<file path="src/sv/mf3_pkg.sv">
`timescale 1ns / 1ps

package mf3_pkg;

    localparam int PIX_W        = 8;
    localparam int MAX_WIDTH    = 1024;
    localparam int COL_W        = $clog2(MAX_WIDTH);
    localparam int ROW_W        = 12;
    localparam int WIDTH_REG_W  = 11;
    localparam int HEIGHT_REG_W = 12;
    localparam int CFG_DATA_W   = 12;
    localparam int CFG_INDEX_W  = 1;
    localparam int WINDOW_N     = 9;
    localparam int MEDIAN_IDX   = 4;
    localparam int QUEUE_DEPTH  = 2;
    localparam int WIDTH_RESET  = 512;
    localparam int HEIGHT_RESET = 512;
    localparam int MIN_SIDE     = 3;

    localparam logic [CFG_INDEX_W-1:0] REG_IMAGE_WIDTH  = 1'b0;
    localparam logic [CFG_INDEX_W-1:0] REG_IMAGE_HEIGHT = 1'b1;

    typedef logic [PIX_W-1:0] pix_t;
    typedef logic [WINDOW_N-1:0][PIX_W-1:0] pix9_t;

    typedef struct packed {
        pix9_t pix;
        logic  last;
    } q_item_t;

endpackage

</file>
<file path="src/sv/mf3_queue.sv">
`timescale 1ns / 1ps

module mf3_queue (
    input  logic             clk,
    input  logic             rst_n,
    input  logic             push_valid,
    input  mf3_pkg::q_item_t push_item,
    output logic             push_ready,
    output logic             pop_valid,
    output mf3_pkg::q_item_t pop_item,
    input  logic             pop_ready
);

    localparam int DEPTH = mf3_pkg::QUEUE_DEPTH;
    localparam int PTR_W = (DEPTH > 1) ? $clog2(DEPTH) : 1;
    localparam int CNT_W = $clog2(DEPTH + 1);

    mf3_pkg::q_item_t q_mem_reg [DEPTH];
    logic [PTR_W-1:0] wr_ptr_reg, wr_ptr_next;
    logic [PTR_W-1:0] rd_ptr_reg, rd_ptr_next;
    logic [CNT_W-1:0] count_reg;
    logic             push;
    logic             pop;

    assign push_ready = (count_reg != CNT_W'(DEPTH));
    assign pop_valid  = (count_reg != '0);
    assign pop_item   = q_mem_reg[rd_ptr_reg];
    assign push       = push_valid && push_ready;
    assign pop        = pop_valid && pop_ready;

    assign wr_ptr_next = (wr_ptr_reg == PTR_W'(DEPTH - 1)) ? '0 : wr_ptr_reg + 1'b1;
    assign rd_ptr_next = (rd_ptr_reg == PTR_W'(DEPTH - 1)) ? '0 : rd_ptr_reg + 1'b1;

    always_ff @(posedge clk)
    begin
        if (push)
            q_mem_reg[wr_ptr_reg] <= push_item;
    end

    always_ff @(posedge clk or negedge rst_n)
    begin
        if (!rst_n)
        begin
            wr_ptr_reg <= '0;
            rd_ptr_reg <= '0;
            count_reg  <= '0;
        end
        else
        begin
            if (push)
                wr_ptr_reg <= wr_ptr_next;
            if (pop)
                rd_ptr_reg <= rd_ptr_next;
            if (push && !pop)
                count_reg <= count_reg + 1'b1;
            else if (pop && !push)
                count_reg <= count_reg - 1'b1;
        end
    end

endmodule

</file>
<file path="config.mk">
export PLATFORM = sky130hd
export DESIGN_NAME = mf3_queue
export DESIGN_NICKNAME = d
export VERILOG_FILES = /design/src/sv/mf3_pkg.sv /design/src/sv/mf3_queue.sv
export SDC_FILE = /design/constraint.sdc
export NUM_CORES = 1
export LEC_CHECK = 0
export BUFFER_PORTS_ARGS = -buffer_cell sky130_fd_sc_hd__buf_2
export CORE_ASPECT_RATIO = 2
export CORE_MARGIN = 4
export CORE_UTILIZATION = 52
export DETAILED_ROUTE_END_ITERATION = 8
export PLACE_DENSITY = 0.75
export SKIP_CTS_REPAIR_TIMING = 1
export SKIP_LAST_GASP = 1
export SLEW_MARGIN = 0
export SYNTH_ARGS = -nofsm -noshare
export SYNTH_HDL_FRONTEND = slang
export SYNTH_SLANG_ARGS = --single-unit
</file>
<file path="constraint.sdc">
create_clock -name clk -period 4.59 [get_ports clk]
set_input_delay 0.918 -clock clk [delete_from_list [all_inputs] [get_ports clk]]
set_output_delay 0.918 -clock clk [all_outputs]
set_load 0.01 [all_outputs]
</file>
==> results.md <==
* Via/cell ratio at 4.938
* DRT antenna net count at 0
* CTS sink count at 150
* Worst ir drop on vdd at 0.5458 mV
* Post-synth top area share at 76.79%
* Die Span Y at between 150 and 200 µm
* Lkg Pwr at 2.893 nW
* Largest net degree at the start of global routing at 74
* Layout cells sized above 1 at 61.70%
* Highest clock rate at 321.6 MHz
* Reg-to-reg endpoint: q_mem_reg[0][29]
* Fin Setup TNS at 0 ns
* Critical Path Sink Type: output port
* Synth cell count leaders: edfxtp_1 (146), mux2_4 (60), mux2_2 (13)
* Synth Area per Inst at 23.30 µm²
* Rel. slew slack at 29.81%
* Routed wire length at 10260 µm
* TritonCTS clock tree: yes
* Critical path class: register to output port
* Crit-path max FO at 35
* Placed cells at approximately 530
* Count leader, synth: edfxtp_1
* Synth Warn # at 0
* FF+latch count, synth at 150
* Fin crit period at 3.109 ns
* Gate Count Post-Synth at 245
* Initial antenna violation count at 2
* Endpoints failing setup at 0
* Hold Vio Cnt, Final at 0
* Port Buffers at 151
* GRT Residual Overflow at 0
* Worst path required time at 3.67 ns
* Rows at 53
* Synth unique cells at 15
* Max Root-Sink Buffers at 2
* Layout area overhead at 26.34%
* Pwr dens at 667.5 mW/mm²
* Final Wtd Congestion at 0.7325
* CTS Root Buffer Type: clkbuf_16
* Max reg flops at 146
* Drt pass-1 iters at 4
* TritonCTS Buffers at 17
* First-pass GRT wire length at 15270 µm
* Number of remaining DRC errors at 0
* RSZ-0062 raised after global routing: no
* H-tree depth at 4
* Number of flops mapped to enable cells by yosys at approximately 150
* Wirelength per Cell at 18.26 µm
* Die W at 82.09 µm
* Die Area at between 0.01 and 0.015 mm²
* Critical path launch point type: register
* Ports at 152
* HPWL Detailed at 6987 µm
* Vias in the first global route at just over 3000
* Slew @ Worst Pin at about 1.1 ns
* DR vias at 2775
* Slew Limit Fails at 0
* Ys flop type: edfxtp_1
* Synthesized net count at 323
* Initial cell density of the core at about 54%
* Min-Delay Path Class: input pin to async pin
* Ys async rst share at 2.667%
* Fin cells at 562
* Sequential area share after synthesis at about four fifths
* Max Cap Viol at 0
* Clock Latency Late Sink at just over 0.4 ns
* Worst-path clk slew at approximately 0.060 ns
* Status: completed
* Synth top area cells: edfxtp_1 (77%), mux2_4 (16%), mux2_2 (2.6%)
* Cell Area, Synth at 0.005709 mm²
* Net count, final at between 400 and 500
* Reg2Reg Setup Slack at between 2 and 2.5 ns
* Final worst-path cycle share at 67.74%
* Initial DRC Count at approximately 120
* CORE AREA at 0.01061 mm²
* FF-to-FF Start: count_reg[0]
* Synth area leader: edfxtp_1
* Skew final at 0.004818 ns
* R2R cell count at 4
* CP arrival at 2.19 ns
* Gr usage total at 16.88%
critical path, stage by stage (launching register included):
cell and delay [ns]:
dfrtp_4 0.81, buf_4 0.46, mux2_4 0.34, buf_2 0.15
power by group:
group	internal, mW	total, mW	switching (mW)
Combinational	0.722	1.38	0.656
Sequential	1.88	2.05	0.164
Clock	0.861	1.39	0.531
Total	3.46	4.81	1.35
cell usage in the layout, fill, tap and decap left out, types with 3 or more instances in the layout:
master | Yosys | layout
clkbuf_16 | 0 | 17
edfxtp_1 | 146 | 146
clkinvlp_4 | 0 | 3
bufinv_16 | 0 | 3
buf_2 | 1 | 151
mux2_2 | 13 | 13
xnor2_1 | 3 | 3
dfrtp_1 | 4 | 3
inv_6 | 0 | 4
mux2_4 | 60 | 60
per-stage QoR:
step	util [%]	total power, mW	setup WS, ns	instance area [µm²]	hold WS [ns]
after global routing	67.98	5.037	1.396	7213	0.2935
after detailed placement	62.24	3.484	1.878	6604	0.5044
after CTS	67.94	4.873	1.425	7208	0.2947
final	67.98	4.815	1.481	7213	0.3052
after global placement	62.24	3.445	1.885	6604	0.4742
after floorplan	-	3.038	0.02852	5709	0.4564
worst max path at each step:
| stage | start | depth (start not counted) | endpoint |
|---|---|---|---|
| 4_1_cts | rd_ptr_reg | 3 | pop_item[61] |
| 3_5_place_dp | rd_ptr_reg | 3 | pop_item[61] |
| 2_1_floorplan | push_valid | 2 | q_mem_reg[0][0] |
| 6_report | rd_ptr_reg | 3 | pop_item[36] |
| 3_3_place_gp | rd_ptr_reg | 3 | pop_item[61] |
| 5_1_grt | rd_ptr_reg | 3 | pop_item[61] |
cell type report:
| class | count | area (µm²) |
|---|---|---|
| sequential | 150 | 4488 |
| timing repair buffer | 154 | 790.8 |
| clock buffer | 18 | 429.2 |
| fill | 742 | 3397 |
| multi-input combinational | 86 | 1150 |
| antenna | 2 | 5.005 |
| inverter | 1 | 3.754 |
| tap | 137 | 171.4 |
| clock inverter | 14 | 175.2 |
cells by family after synthesis:
logic type / Yosys count / share of synthesized area, %
XOR/XNOR: 5 / 0.7672
AND/OR/NAND/NOR: 7 / 0.5920
multiplexers: 73 / 18.34
flip-flops: 150 / 78.54
adder cells (fa/ha/maj): 1 / 0.2191
buffers and inverters: 9 / 1.534
per-layer routing:
| metal | part of all wire (%) | track usage (%) |
|---|---|---|
| met3 | 5.6 | 4.566 |
| met2 | 57 | 30.22 |
| met1 | 33 | 16.39 |
| met4 | 4.0 | 10.54 |
| met5 | 0 | 0 |
(Power assumes the default switching activity.)
