==> src/sv/mf3_pkg.sv <==
`timescale 1ns / 1ps

package mf3_pkg;

    localparam int PIX_W        = 8;
    localparam int MAX_WIDTH    = 1024;
    localparam int COL_W        = $clog2(MAX_WIDTH);
    localparam int ROW_W        = 12;
    localparam int WIDTH_REG_W  = 11;
    localparam int HEIGHT_REG_W = 12;
    localparam int CFG_DATA_W   = 12;
    localparam int CFG_INDEX_W  = 1;
    localparam int WINDOW_N     = 9;
    localparam int MEDIAN_IDX   = 4;
    localparam int QUEUE_DEPTH  = 2;
    localparam int WIDTH_RESET  = 512;
    localparam int HEIGHT_RESET = 512;
    localparam int MIN_SIDE     = 3;

    localparam logic [CFG_INDEX_W-1:0] REG_IMAGE_WIDTH  = 1'b0;
    localparam logic [CFG_INDEX_W-1:0] REG_IMAGE_HEIGHT = 1'b1;

    typedef logic [PIX_W-1:0] pix_t;
    typedef logic [WINDOW_N-1:0][PIX_W-1:0] pix9_t;

    typedef struct packed {
        pix9_t pix;
        logic  last;
    } q_item_t;

endpackage

==> src/sv/mf3_if.sv <==


interface mf3_median_if;
    logic          valid;
    logic          ready;
    mf3_pkg::pix_t median_value;
    logic          frame_last;

    modport source (output valid, output median_value, output frame_last, input ready);
    modport sink (input valid, input median_value, input frame_last, output ready);
endinterface

==> src/sv/mf3_back.sv <==
`timescale 1ns / 1ps

module mf3_back (
    input  logic             clk,
    input  logic             rst_n,
    input  logic             pop_valid,
    input  mf3_pkg::q_item_t pop_item,
    output logic             pop_ready,
    mf3_median_if.source     median_out
);

    // compare-exchange: first index takes the smaller value
    function automatic mf3_pkg::pix9_t cx(input mf3_pkg::pix9_t p, input int a, input int b);
        mf3_pkg::pix_t t;
        if (p[a] > p[b])
        begin
            t    = p[a];
            p[a] = p[b];
            p[b] = t;
        end
        return p;
    endfunction

    function automatic mf3_pkg::pix9_t net_a(input mf3_pkg::pix9_t p);
        mf3_pkg::pix9_t q;
        q = cx(p, 1, 2); q = cx(q, 4, 5); q = cx(q, 7, 8);
        q = cx(q, 0, 1); q = cx(q, 3, 4); q = cx(q, 6, 7);
        q = cx(q, 1, 2); q = cx(q, 4, 5); q = cx(q, 7, 8);
        return q;
    endfunction

    function automatic mf3_pkg::pix9_t net_b(input mf3_pkg::pix9_t p);
        mf3_pkg::pix9_t q;
        q = cx(p, 0, 3); q = cx(q, 5, 8); q = cx(q, 4, 7);
        q = cx(q, 3, 6); q = cx(q, 1, 4); q = cx(q, 2, 5);
        q = cx(q, 4, 7);
        return q;
    endfunction

    function automatic mf3_pkg::pix9_t net_c(input mf3_pkg::pix9_t p);
        mf3_pkg::pix9_t q;
        q = cx(p, 4, 2); q = cx(q, 6, 4); q = cx(q, 4, 2);
        return q;
    endfunction

    logic           b1_valid_reg;
    mf3_pkg::pix9_t b1_pix_reg;
    logic           b1_last_reg;
    logic           b2_valid_reg;
    mf3_pkg::pix9_t b2_pix_reg;
    logic           b2_last_reg;
    logic           out_valid_reg;
    mf3_pkg::pix_t  out_median_reg;
    logic           out_last_reg;

    logic           out_ready;
    logic           b2_ready;
    logic           b1_ready;
    mf3_pkg::pix9_t b2_pix_next;
    mf3_pkg::pix9_t out_pix_next;

    assign out_ready = !out_valid_reg || median_out.ready;
    assign b2_ready  = !b2_valid_reg || out_ready;
    assign b1_ready  = !b1_valid_reg || b2_ready;
    assign pop_ready = b1_ready;

    assign b2_pix_next  = net_b(b1_pix_reg);
    assign out_pix_next = net_c(b2_pix_reg);

    assign median_out.valid        = out_valid_reg;
    assign median_out.median_value = out_median_reg;
    assign median_out.frame_last   = out_last_reg;

    always_ff @(posedge clk)
    begin
        if (b1_ready)
        begin
            b1_pix_reg  <= net_a(pop_item.pix);
            b1_last_reg <= pop_item.last;
        end
        if (b2_ready)
        begin
            b2_pix_reg  <= b2_pix_next;
            b2_last_reg <= b1_last_reg;
        end
        if (out_ready)
        begin
            out_median_reg <= out_pix_next[mf3_pkg::MEDIAN_IDX];
            out_last_reg   <= b2_last_reg;
        end
    end

    always_ff @(posedge clk or negedge rst_n)
    begin
        if (!rst_n)
        begin
            b1_valid_reg  <= 1'b0;
            b2_valid_reg  <= 1'b0;
            out_valid_reg <= 1'b0;
        end
        else
        begin
            if (b1_ready)
                b1_valid_reg <= pop_valid;
            if (b2_ready)
                b2_valid_reg <= b1_valid_reg;
            if (out_ready)
                out_valid_reg <= b2_valid_reg;
        end
    end

endmodule

==> src/flat_wrapper.sv <==
// flat-port wrapper written by rule: the top's interface ports become plain ports
module mf3_back_flat 
  (clk, rst_n, pop_valid, pop_item, pop_ready, median_out_valid, median_out_median_value, median_out_frame_last, median_out_ready);
  mf3_median_if median_out_i ();
  input  logic clk;
  input  logic rst_n;
  input  logic pop_valid;
  input  mf3_pkg::q_item_t pop_item;
  output logic pop_ready;
  output wire logic [$bits(median_out_i.valid)-1:0] median_out_valid;
  output wire logic [$bits(median_out_i.median_value)-1:0] median_out_median_value;
  output wire logic [$bits(median_out_i.frame_last)-1:0] median_out_frame_last;
  input wire logic [$bits(median_out_i.ready)-1:0] median_out_ready;
  assign median_out_valid = median_out_i.valid;
  assign median_out_median_value = median_out_i.median_value;
  assign median_out_frame_last = median_out_i.frame_last;
  assign median_out_i.ready = median_out_ready;
  mf3_back u_core (.clk(clk), .rst_n(rst_n), .pop_valid(pop_valid), .pop_item(pop_item), .pop_ready(pop_ready), .median_out(median_out_i));
endmodule
==> config.mk <==
export PLATFORM = sky130hd
export DESIGN_NAME = mf3_back_flat
export DESIGN_NICKNAME = d
export VERILOG_FILES = /design/src/sv/mf3_pkg.sv /design/src/sv/mf3_if.sv /design/src/sv/mf3_back.sv /design/src/flat_wrapper.sv
export SDC_FILE = /design/constraint.sdc
export NUM_CORES = 1
export LEC_CHECK = 0
export ABC_AREA = 1
export BUFFER_PORTS_ARGS = -buffer_cell sky130_fd_sc_hd__buf_2
export CORE_MARGIN = 2
export CORE_UTILIZATION = 30
export CTS_BUF_LIST = sky130_fd_sc_hd__clkbuf_4
export CTS_CLUSTER_DIAMETER = 50
export DETAILED_ROUTE_END_ITERATION = 8
export PLACE_DENSITY = 0.47
export SYNTH_ARGS = -nofsm -noshare
export SYNTH_HDL_FRONTEND = slang
export SYNTH_SLANG_ARGS = --single-unit
==> constraint.sdc <==
create_clock -name clk -period 12.3 [get_ports clk]
set_clock_uncertainty 0.15 [all_clocks]
set_input_delay 2.46 -clock clk [delete_from_list [all_inputs] [get_ports clk]]
set_output_delay 2.46 -clock clk [all_outputs]
set_load 0.05 [all_outputs]
==> results of run 1 <==
worst paths after layout:
path	startpoint	endpoint	slack, ns	depth (start not counted)
setup / recovery	pop_item[72]	u_core.b1_pix_reg[58]$_DFFE_PP_	4.56	27
hold / removal	u_core.b2_last_reg$_DFFE_PP_	u_core.median_out.frame_last$_DFFE_PP_	0.29	0
setup reg to reg	u_core.b1_pix_reg[35]$_DFFE_PP_	u_core.b2_pix_reg[39]$_DFFE_PP_	6.31	20
hold reg to reg	u_core.b2_last_reg$_DFFE_PP_	u_core.median_out.frame_last$_DFFE_PP_	0.29	0
max in group asynchronous	rst_n	u_core.median_out.valid$_DFFE_PN0P_	10.32	1
min in group asynchronous	rst_n	u_core.b2_valid_reg$_DFFE_PN0P_	1.56	1
metal layers:
layer | global-route usage | vias to the layer above | wire length (um)
met5 | 0 | - | 0
met2 | 0.262 | 84 | 12300
li1 | - | 4778 | -
met3 | 0.0210 | 22 | 563
met1 | 0.199 | 3975 | 13000
met4 | 0.0367 | 0 | 426
per-stage QoR:
stage / utilization / cells / instance area [um^2] / worst slack [ns] / hold WS [ns]
6_report: 0.332 / 1935 / 11400 / 4.56 / 0.294
4_1_cts: 0.332 / 1934 / 11400 / 4.59 / 0.298
5_1_grt: 0.332 / 1935 / 11400 / 3.87 / 0.320
3_3_place_gp: 0.329 / 1918 / 11300 / 4.13 / 0.252
3_5_place_dp: 0.329 / 1918 / 11300 / 3.99 / 0.259
2_1_floorplan: - / 1404 / 10400 / 4.95 / 0.250
kinds of logic (layout without fill, tap and decap cells):
| group | Yosys count | in the layout | share of synthesized area |
|---|---|---|---|
| other cells | 0 | 1 | 0 |
| simple gates | 679 | 679 | 0.293 |
| flops | 110 | 110 | 0.317 |
| buf+inv | 248 | 323 | 0.0926 |
| fa+ha+maj | 144 | 144 | 0.174 |
| compound gates | 223 | 223 | 0.124 |
layout by cell type (no fill, tap or decap), drive strengths merged:
cell type / instances
nand2: 420
inv: 219
ha: 144
nand3: 123
edfxtp: 107
a21oi: 90
buf: 90
nor2: 83
o21ai: 69
o21a: 37
and2: 35
clkbuf: 9
nand4: 9
a211oi: 8
nand3b: 8
o211ai: 5
a21o: 4
o31ai: 4
o21bai: 3
dfrtp: 3
clkinv: 3
a32oi: 2
clkinvlp: 2
diode: 1
o221ai: 1
or2: 1
final cells by class:
| class | instances | area [um^2] | share of cell area |
|---|---|---|---|
| antenna | 1 | 2.50 | 0.000220 |
| tap | 455 | 569 | 0.0500 |
| inverter | 217 | 815 | 0.0715 |
| multi-input combinational | 1046 | 6140 | 0.539 |
| clock inverter | 7 | 57.6 | 0.00505 |
| sequential | 110 | 3290 | 0.289 |
| clock buffer | 9 | 67.6 | 0.00593 |
| timing repair buffer | 90 | 458 | 0.0402 |
==> metrics.yaml, run 1 <==
drtIter0Drc: 372
antenna_found_initial: 1
synth.top_cell.area_share: 0.310
ys_ff_latch: 110
cts_buffers: 9
clockBufferDepth: 2
worstPathArrival_ns: 7.87
timing.final.crit_share: 0.629
drc: 0
yosys.area.top_type: "edfxtp_1"
cp_slowest_cell: "a32oi_1"
synth.area.top_cells: "edfxtp_1 (31%), ha_1 (17%), nand2_1 (14%), inv_1 (7.8%), nand3_1 (5.8%)"
worstMarginPinSlew_ns: 1.28
rsz0062_at_grt: "no"
grt_util_all_layers: 0.152
syn-instance-count: 1404
cpLargestDelayFamily: "simple AND/OR/NAND/NOR gates"
die_x_um: 190
first_global_vias: 8576
clock-sinks: 110
synth.most_common_cell: "nand2_1"
routed_wirelength_um: 26300
cts_root_buf: "clkbuf_4"
cts_hold_buf: 0
cp-start-kind: "primary input"
nNetsFinal: 1695
vias_per_cell: 4.58
ys.flop_type: "edfxtp_1"
hold_viol_final: 0
required_ns: 12.43
finalSetupViolCount: 0
worst-path-buf-inv: 4
async_reset_ff_frac: 0.0273
outcome: "finished, final reports clean"
path_class: "primary input to flip-flop"
ys_seq_area_frac: 0.317
syn_area_um2: 10400
ys.warnings.count: 0
postCtsSetupRepairBufs: 0
setup_tns_ns: 0
vias: 8859
min_period_ns: 7.74
cap_violations: 0
numPortBuffers: 87
clkTransAtPathRegs_ns: 0.16
largest_register_ff_count: 72
max_freq_mhz: 129
die_y_um: 190
globalplace.congestion: 0.861
grt_max_degree: 76
initial_core_util: 0.303
synth_edf_count: 107
slew_headroom: 0.148
worstPathMaxFanout: 31
fillers: 3726
post_cts_resized: 0
hp-class: "flip-flop to flip-flop"
critPathCaptureType: "flip-flop"
syn2layout_area_growth_pct: 9.79
ant_nets: 0
fp.coreArea_um2: 34300
ctsHtreeMaxLevel: 3
drt_first_pass_iters: 5
ios: 88
row_count: 68
cts_tree: "done"
wl_per_cell_um: 13.6
insertion_delay_ns: 0.53
slew_violations: 0
syn_nets: 1625
yosys-top-cells-count: "nand2_1 (392), inv_1 (215), ha_1 (144), nand3_1 (121), edfxtp_1 (107)"
yosysUniqueCellTypes: 36
cp_slowest_stage_delay_ns: 0.91
layout-drive-gt1-share: 0.103
grt_pass1_wl_um: 43300
avgSynthCellArea_um2: 7.39
crit_top_cell: "nand2_1"
dp_hpwl_um: 22100
grt-ovfl-total: 0
die_area_um2: 36100
Power of run 1 is not shown: default switching activity piles up to over one toggle a cycle in this logic, so the estimate is an artifact.
==> run 2: changes to the inputs <==
- PLACE_DENSITY: 0.47 -> 0.48
- clock period: 12.3 -> 6.3 ns (I/O delays scaled with it)
==> metrics.yaml, run 2 (synthesized netlist as in run 1, its figures left out) <==
outcome: "finished, final reports clean"
highest_layer: "met4"
row_count: 68
cp_slowest_stage_delay_ns: 0.39
routed_wirelength_um: 25900
drtIter0Drc: 475
grt-ovfl-total: 0
syn2layout_area_growth_pct: 10.5
max_freq_mhz: 174
die_x_um: 190
dr_wl_met2_um: 12600
cts_root_buf: "clkbuf_4"
worstMarginPinSlew_ns: 1.08
clockBufferDepth: 2
fin_ws_ns: 0.554
slew_violations: 0
clock-sinks: 110
first_global_vias: 8438
die_y_um: 190
finalSetupViolCount: 0
vias_per_cell: 4.58
finalInstanceArea_um2: 11500
wl_per_cell_um: 13.3
grt_pass1_wl_um: 42800
numPortBuffers: 87
vias: 8894
post-place-ws_ns: 0.0940
mostFrequentLayoutCells: "nand2_1 (391), inv_1 (215), ha_1 (144)"
cp_slowest_cell: "a32oi_1"
dp_hpwl_um: 21800
initial_core_util: 0.303
largest_register_ff_count: 72
clkTransAtPathRegs_ns: 0.18
insertion_delay_ns: 0.49
post_cts_resized: 0
required_ns: 6.39
hold_viol_final: 0
cp-start-kind: "primary input"
critPathCaptureType: "flip-flop"
timing.final.crit_share: 0.912
min_period_ns: 5.75
fillers: 3658
cts_buffers: 9
mostFrequentLayoutCell: "nand2_1"
ios: 88
cap_violations: 0
antenna_found_initial: 2
ant_nets: 0
crit_top_cell: "nand2_1"
worstPathArrival_ns: 5.83
whs_ns: 0.295
cts_tree: "done"
slew_headroom: 0.281
die_area_um2: 36100
nNetsFinal: 1703
worstPathMaxFanout: 24
grt_util_all_layers: 0.149
rsz0062_at_grt: "no"
drc: 0
cts_hold_buf: 0
postCtsSetupRepairBufs: 0
layout-drive-gt1-share: 0.109
wl_met3_um: 581
postPlaceCellArea_um2: 11300
met1Wirelength_um: 12500
ctsHtreeMaxLevel: 3
drt_first_pass_iters: 5
path_class: "primary input to flip-flop"
setup_tns_ns: 0
globalplace.congestion: 0.864
hp-class: "flip-flop to flip-flop"
fp.coreArea_um2: 34300
grt_max_degree: 75
[run 2: cell count changes in the layout (fill, tap and decap cells not counted)]
cell,delta
buf_4,+8
clkbuf_4,+1
clkinv_2,-1
diode_2,+1
inv_6,-1
inv_8,+1
o31ai_1,-1
o31ai_2,+1
[run 2: layout make-up]
cell class	instances	area, um^2	area share
tap	455	569	0.0497
multi-input combinational	1046	6140	0.536
inverter	217	815	0.0710
clock buffer	10	75.1	0.00655
timing repair buffer	98	518	0.0452
antenna	2	5.00	0.000436
clock inverter	6	55.1	0.00480
sequential	110	3290	0.287
[run 2: path summary, 6_finish.rpt]
path	start	to	depth (start not counted)	slack, ns
max	pop_item[64]	u_core.b1_pix_reg[56]$_DFFE_PP_	26	0.55
min	u_core.b1_last_reg$_DFFE_PP_	u_core.b2_last_reg$_DFFE_PP_	0	0.29
max reg2reg	u_core.b2_pix_reg[17]$_DFFE_PP_	u_core.median_out.median_value[3]$_DFFE_PP_	25	0.76
min reg2reg	u_core.b1_last_reg$_DFFE_PP_	u_core.b2_last_reg$_DFFE_PP_	0	0.29
max in group asynchronous	rst_n	u_core.median_out.valid$_DFFE_PN0P_	1	5.53
min in group asynchronous	rst_n	u_core.b1_valid_reg$_DFFE_PN0P_	1	0.37
[run 2: routing by layer]
layer  GRT usage  up-vias
met5           0        -
met4      0.0310        0
met3      0.0164       19
met2       0.264       92
met1       0.194     3982
li1            -     4801
[run 2: critical path, delay by kind of cell]
kind / cells / cell delay, ns
AO/OA/AOI/OAI: 3 / 0.85
AND/OR/NAND/NOR: 17 / 2.21
adder cells (fa/ha/maj): 3 / 0.77
buffers and inverters: 3 / 0.72
[run 2: per-stage QoR]
stage	util	instances
finish	0.334	1944
global route	0.334	1944
CTS	0.334	1942
detailed placement	0.330	1926
global placement	0.330	1926
floorplan	-	1404
Power of run 2 is left out for the same reason.
